[src/cnmi_pkg.sv]
// Shared types and constants of the NMI clustering scorer.
// Depends on nothing; imported by every module of the block.
package cnmi_pkg;

    typedef enum logic [3:0] {
        ST_IDLE,
        ST_DRAIN,
        ST_RD,
        ST_EVAL,
        ST_WAIT_CELL,
        ST_ROW,
        ST_WAIT_ROW,
        ST_NEXT,
        ST_TN,
        ST_WAIT_TN,
        ST_DIFF,
        ST_FORM,
        ST_CHECK,
        ST_DIV,
        ST_OUT
    } state_t;

    typedef enum logic [2:0] {
        TS_IDLE,
        TS_NORM,
        TS_SQ,
        TS_MUL,
        TS_DONE
    } term_state_t;

    localparam logic [1:0] STATUS_OK       = 2'd0;
    localparam logic [1:0] STATUS_ZERO_DEN = 2'd1;
    localparam logic [1:0] STATUS_RANGE    = 2'd2;
    localparam logic [1:0] STATUS_OVERFLOW = 2'd3;

    localparam logic REG_TRUTH = 1'b0;
    localparam logic REG_PRED  = 1'b1;

    localparam int LOG_STEPS = 24;
    localparam int DIV_STEPS = 16;
    localparam logic [16:0] NMI_ONE = 17'h10000;

endpackage

[src/cnmi_term.sv]
// Iterative unit for one entropy term c*log2(c) rounded to 16 fractional bits.
// Depends on cnmi_pkg; instantiated by clustering_nmi_scorer_top.
module cnmi_term
    import cnmi_pkg::*;
#(
    parameter int COUNT_BITS = 20
)
(
    input  logic                    clk,
    input  logic                    rst_n,
    input  logic                    start,
    input  logic [COUNT_BITS-1:0]   count,
    output logic                    done,
    output logic [COUNT_BITS+20:0]  term
);

    localparam int PROD_W = COUNT_BITS + 29;

    term_state_t state_reg, state_next;
    logic [30:0] m_reg, m_next;
    logic [4:0] e_reg, e_next;
    logic [23:0] frac_reg, frac_next;
    logic [4:0] step_reg, step_next;
    logic [COUNT_BITS-1:0] c_reg, c_next;
    logic [COUNT_BITS+20:0] term_reg, term_next;

    logic [31:0] c32;
    logic [61:0] sq;
    logic [31:0] sq_hi;
    logic [28:0] lval;
    logic [PROD_W-1:0] prod;
    logic [PROD_W-1:0] rounded;

    assign c32 = 32'(count);
    assign sq = 62'(m_reg) * 62'(m_reg);
    assign sq_hi = sq[61:30];
    assign lval = {e_reg, frac_reg};
    assign prod = PROD_W'(c_reg) * PROD_W'(lval);
    assign rounded = prod + PROD_W'(128);

    always_comb
    begin
        state_next = state_reg;
        case (state_reg)
            TS_IDLE:
            begin
                if (start)
                begin
                    state_next = TS_NORM;
                end
            end
            TS_NORM:
            begin
                if (m_reg[30] || e_reg == 5'd0)
                begin
                    state_next = TS_SQ;
                end
            end
            TS_SQ:
            begin
                if (step_reg == 5'(LOG_STEPS - 1))
                begin
                    state_next = TS_MUL;
                end
            end
            TS_MUL:  state_next = TS_DONE;
            TS_DONE: state_next = TS_IDLE;
            default: state_next = TS_IDLE;
        endcase
    end

    always_comb
    begin
        m_next = m_reg;
        e_next = e_reg;
        frac_next = frac_reg;
        step_next = step_reg;
        c_next = c_reg;
        term_next = term_reg;
        case (state_reg)
            TS_IDLE:
            begin
                if (start)
                begin
                    c_next = count;
                    frac_next = '0;
                    step_next = '0;
                    if (c32[31])
                    begin
                        m_next = c32[31:1];
                        e_next = 5'd31;
                    end
                    else
                    begin
                        m_next = c32[30:0];
                        e_next = 5'd30;
                    end
                end
            end
            TS_NORM:
            begin
                if (!m_reg[30] && e_reg != 5'd0)
                begin
                    m_next = {m_reg[29:0], 1'b0};
                    e_next = e_reg - 5'd1;
                end
            end
            TS_SQ:
            begin
                step_next = step_reg + 5'd1;
                if (sq_hi[31])
                begin
                    m_next = sq_hi[31:1];
                    frac_next = {frac_reg[22:0], 1'b1};
                end
                else
                begin
                    m_next = sq_hi[30:0];
                    frac_next = {frac_reg[22:0], 1'b0};
                end
            end
            TS_MUL:  term_next = rounded[PROD_W-1:8];
            default: ;
        endcase
    end

    always_ff @(posedge clk or negedge rst_n)
    begin
        if (!rst_n)
        begin
            state_reg <= TS_IDLE;
        end
        else
        begin
            state_reg <= state_next;
        end
    end

    always_ff @(posedge clk)
    begin
        m_reg <= m_next;
        e_reg <= e_next;
        frac_reg <= frac_next;
        step_reg <= step_next;
        c_reg <= c_next;
        term_reg <= term_next;
    end

    assign done = (state_reg == TS_DONE);
    assign term = term_reg;

endmodule

[config.mk]
export PLATFORM = sky130hd
export DESIGN_NAME = cnmi_term
export DESIGN_NICKNAME = d
export VERILOG_FILES = /design/src/cnmi_pkg.sv /design/src/cnmi_term.sv
export SDC_FILE = /design/constraint.sdc
export NUM_CORES = 2
export LEC_CHECK = 0
export BUFFER_PORTS_ARGS = -buffer_cell sky130_fd_sc_hd__buf_2
export CAP_MARGIN = 10
export CORE_ASPECT_RATIO = 1.75
export CORE_MARGIN = 4
export CORE_UTILIZATION = 40
export CTS_CLUSTER_DIAMETER = 100
export DETAILED_ROUTE_END_ITERATION = 8
export PLACE_DENSITY = 0.52
export RECOVER_POWER = 50
export SLEW_MARGIN = 40
export SYNTH_ARGS = -nofsm -noshare
export SYNTH_HDL_FRONTEND = slang
export SYNTH_SLANG_ARGS = --single-unit
[constraint.sdc]
create_clock -name clk -period 24.5 [get_ports clk]
set_input_delay 4.9 -clock clk [delete_from_list [all_inputs] [get_ports clk]]
set_output_delay 4.9 -clock clk [all_outputs]
set_load 0.005 [all_outputs]
# ---- After elaboration in Yosys (flattened, before gate mapping)
# Cells that the tools add are included.
dict set report word_totals {
  register_bits 129
  output_inout_bits 42
  elab_cells 51
}
dict set report classes {
  n_addsub 3
  multipliers 2
  eq_ne 9
  mux 16
  n_reduce_logical 14
}
# op count
set ops {}
lappend ops {{$mux 31} 3}
lappend ops {{$pmux 31 s3} 1}
lappend ops {{$mul 31x31->62} 1}
lappend ops {{$add 49x8->49 const B} 1}
lappend ops {{$mul 20x29->49} 1}
lappend ops {{$pmux 24 s2} 1}
lappend ops {{$mux 24} 1}
lappend ops {{$pmux 5 s2} 2}
lappend ops {{$mux 5} 3}
lappend ops {{$pmux 3 s4} 1}
lappend ops {{$mux 3} 3}
lappend ops {{$reduce_and 3->1} 3}
lappend ops {{$ne 2x2->1 const B} 4}
lappend ops {{$eq 3x2->1 const B} 2}
lappend ops {{$add 5x1->5 const B} 1}
lappend ops {{$eq 5x5->1 const B} 1}
lappend ops {{$logic_not 5->1} 1}
lappend ops {{$reduce_bool 5->1} 1}
lappend ops {{$sub 5x1->5 const B} 1}
lappend ops {{$reduce_and 2->1} 2}
lappend ops {{$reduce_bool 2->1} 2}
lappend ops {{$eq 3x1->1 const B} 1}
lappend ops {{$eq 3x3->1 const B} 1}
lappend ops {{$logic_not 3->1} 1}
lappend ops {{other kinds (5)} 5}

# ---- Depth between registers and ports, before layout
dict set report logic_depth {
  ltp_word 4
  mapped_depth 32
  mapped_depth_nobuf 27
}

# ---- Worst setup path after synthesis
# Ideal clock, no wire load.
dict set report synth_timing {
  path_type {input -> register}
  startpoint {in start}
  endpoint {reg m_reg[0], enable pin}
  setup_ns 0.389
  t_arrival_ns 7.882
  slack_ns 16.229
  cell_stages 3
  path_buffers 0
  cell_sequence {inv_1 > nor4_1 > or3_1}
}
dict set report synth_between {
  elab_chain_cells 2
}
# element line_no
set synth_lines {}
lappend synth_lines {{start, declared} cnmi_term.sv:11} ;# input logic start,
lappend synth_lines {{$ne 2x2->1 (no line)} n/a}
lappend synth_lines {{$reduce_and 3->1 (no line)} n/a}
lappend synth_lines {{end signal, assigned} cnmi_term.sv:141} ;# m_reg <= m_next;
lappend synth_lines {{end, declared} cnmi_term.sv:20} ;# logic [30:0] m_reg, m_next;
# Every way passes these cells.
# A chain may end at the register's enable or synchronous reset.

# ---- Worst setup path after layout
dict set report layout_timing {
  startpoint {reg m_reg[8]}
  endpoint {reg m_reg[25], data pin}
}
dict set report layout_between {
  elab_chain_cells 3
}
# element line_no
set layout_lines {}
lappend layout_lines {{$mul 31x31->62} cnmi_term.sv:35} ;# assign sq = 62'(m_reg) * 62'(m_reg);
lappend layout_lines {{$mux 31} cnmi_term.sv:111} ;# if (sq_hi[31])
lappend layout_lines {{$pmux 31 s3} cnmi_term.sv:80} ;# case (state_reg)
lappend layout_lines {{via m_next[25]} cnmi_term.sv:20}
# The timed path passes the listed nets, and every way through them passes these cells.

==> metrics.yaml <==
layout:
  drive_gt1_share_pct: 3.64
  design_area_um2: 52500
  largest_reg_flops: 41
  final_common_cell: "inv_1"
  syn_to_final_growth_pct: 5.49
  fill_cells: 12200
  nNetsFinal: 6880
  final_cell_mix: "inv_1, fa_1, nand2_1"
floorplanning:
  die_h_um: 475
  design.die.area_um2: 130000
  die_x_um: 275
  boundaryPins: 65
  coreArea_um2: 124000
  row_count: 171
  start_util_pct: 40.2
critical_path:
  critPathLaunchType: "register"
  required_ps: 24710
  cp_data_arrival_time_ps: 9340
  reg2regPathDepth: 24
  path_class: "register to register"
  r2r-end: "m_reg[25]$_DFFE_PP_"
  path_depth: 24
  cp_cell_sequence: "buf_4, inv_1, nor2_1, fa_1, fa_1, inv_1, fa_1, fa_1, inv_1, fa_1, fa_1, fa_1, fa_1, ha_1, a211o_1, a21oi_2, o211ai_1, o2111ai_2, a21oi_2, o41ai_4, xor2_2, buf_4, a21oi_1, a211o_1"
  cp_slowest_cell: "fa_1"
  critPathCaptureType: "register"
  cp_top_family: "adder cells"
  max_stage_delay_ps: 570
  crit_buf_inv: 5
  r2r_slack_ps: 15370
  path_max_fanout: 33
  reg2reg_from: "m_reg[8]$_DFFE_PP_"
  cpMostUsedCell: "fa_1"
synthesis:
  syn_avg_cell_area_um2: 9.49
  async_reset_ff_share_pct: 2.33
  yosys_warnings: 0
  netlist_area_um2: 49800
  synth_edf_count: 126
  ys_ff_latch: 129
  yosysSeqAreaShare_pct: 7.75
  synth_fp_nets: 6946
  synth_cell_types: 70
  synth_flop_cell: "edfxtp_1"
  postSynthCellCount: 5246
clock_network:
  clock-sinks: 129
  clk_pin_slew_worst_paths_ps: 70
  post_cts_buffers: 0
  cts_buffers: 17
  cts_buffer_depth: 2
  insertion_delay_ps: 460
  hold_buffers: 0
  h-tree-depth: 4
  root_buffer: "clkbuf_16"
  cts_tree: "done"
  cts_resized: 0
timing:
  setup_slack_ps: 15370
  clock.fmax_mhz: 110
  setup_violations: 0
  min_period_over_period_pct: 37.3
  maxSlewHeadroom_pct: -33.6
  hold_slack_ps: 588
  maxSlewViolCount: 103
  rsz0062_at_grt: "false"
  worst_slew_pin_slew_ps: 2000
  final-hold-violation-count: 0
  clock_skew_ps: 12.0
  fin_crit_ps: 9130
  setup_tns_ps: 0
hold_path:
  min-delay-start: "state_reg[2]$_DFFE_PN0P_"
  whs_endpoint: "state_reg[1]$_DFFE_PN0P_"
  hold_depth: 1
  worst_hold_path_type: "register to register"
placement:
  post-dp-hpwl_um: 130000
  place_area_um2: 52000
  gp_congestion: 0.947
  io_buffers: 64
  pre_cts_ws_ps: 15240
global_route:
  gr-total-overflow: 0
  grt_max_degree: 40
  grt_usage_pct: 25.4
  grt_pass1_wl_um: 245000
  antenna_found_initial: 12
  grt_pass1_vias: 40700
detailed_routing:
  dr.first_iter.drc_count: 2072
  antenna_left: 0
  vias: 35600
  routed_wl_um: 161000
  drc: 0
  vias_per_cell: 5.21
  wl_per_cell_um: 23.5
  first_pass_iters: 7
flow_run:
  drv_cap: 4
run_status:
  violations: "capacitance limit, slew limit"
  status: "complete, but fails checks"
[layer usage]
| layer | global-route usage, % | vias to the layer above | wire length, µm |
|---|---|---|---|
| met4 | 15.1 | 2 | 12200 |
| met2 | 48.4 | 1099 | 87800 |
| li1 | - | 15300 | - |
| met1 | 26.9 | 18700 | 54300 |
| met3 | 2.34 | 477 | 6560 |
| met5 | 0 | - | 13 |
[worst max path at each step]
stage,from,to,slack (ps)
2_1_floorplan,start,m_reg[0]$_DFFE_PP_,16230
6_report,m_reg[8]$_DFFE_PP_,m_reg[25]$_DFFE_PP_,15370
5_1_grt,m_reg[8]$_DFFE_PP_,m_reg[25]$_DFFE_PP_,15040
3_3_place_gp,m_reg[8]$_DFFE_PP_,m_reg[26]$_DFFE_PP_,15310
4_1_cts,m_reg[8]$_DFFE_PP_,m_reg[25]$_DFFE_PP_,15240
3_5_place_dp,m_reg[8]$_DFFE_PP_,m_reg[26]$_DFFE_PP_,15240
[logic make-up after synthesis]
| logic type | share of synthesized area [%] |
|---|---|
| adders and majority gates | 60.7 |
| DFF | 7.75 |
| and+or+nand+nor | 13.0 |
| xor gates and xnor gates | 1.63 |
| AOI/OAI and AO/OA | 4.47 |
| buffers and inverters | 12.3 |
| muxes | 0.204 |
[worst register-to-register path, stage by stage (launching register included)]
cell and delay (ps):
edfxtp_1 320, buf_4 450, inv_1 370, nor2_1 320, fa_1 470, fa_1 540
inv_1 50, fa_1 460, fa_1 550, inv_1 60, fa_1 570, fa_1 440
fa_1 450, fa_1 440, ha_1 360, a211o_1 280, a21oi_2 450, o211ai_1 440
o2111ai_2 420, a21oi_2 130, o41ai_4 450, xor2_2 160, buf_4 330, a21oi_1 80
a211o_1 280
[through the flow]
stage | instances | utilization [%]
after floorplan | 5246 | -
after global placement | 6795 | 41.9
after detailed placement | 6804 | 42.0
after CTS | 6836 | 42.5
after global routing | 6836 | 42.4
final | 6840 | 42.4
[cell type report]
| class | instances | area (µm²) | area share, % |
|---|---|---|---|
| Inverter | 1376 | 5160 | 9.83 |
| Multi-Input combinational cell | 3495 | 39800 | 75.8 |
| Sequential cell | 129 | 3860 | 7.34 |
| Antenna cell | 4 | 10.0 | 0.0191 |
| Timing Repair Buffer | 161 | 1030 | 1.96 |
| Tap cell | 1643 | 2060 | 3.91 |
| Clock inverter | 14 | 141 | 0.269 |
| Clock buffer | 18 | 429 | 0.817 |
[synthesized netlist by cell type, types with 9 or more instances]
library cell	number	area share, %
a211oi_1	10	0.15
o211ai_1	24	0.36
buf_1	16	0.12
xor2_1	34	0.60
a21oi_1	91	0.91
clkbuf_1	222	1.7
nor2b_1	14	0.18
a21o_1	49	0.74
and3_1	46	0.58
or2_2	9	0.11
inv_1	1373	10
a31oi_1	16	0.20
fa_1	1230	49
nand2_1	739	5.6
xnor2_1	57	1.0
o21ai_0	48	0.48
nor2_1	113	0.85
ha_1	447	11
mux2i_1	9	0.18
o21bai_1	10	0.15
a22oi_1	19	0.29
nand3_1	30	0.30
o21a_1	18	0.27
nor3_1	20	0.20
edfxtp_1	126	7.6
and2_1	366	4.6
nand4_1	19	0.24
Power is left out: the tool's default activity adds up to more than one toggle a clock period on the data nets, which glitch-free logic cannot reach.
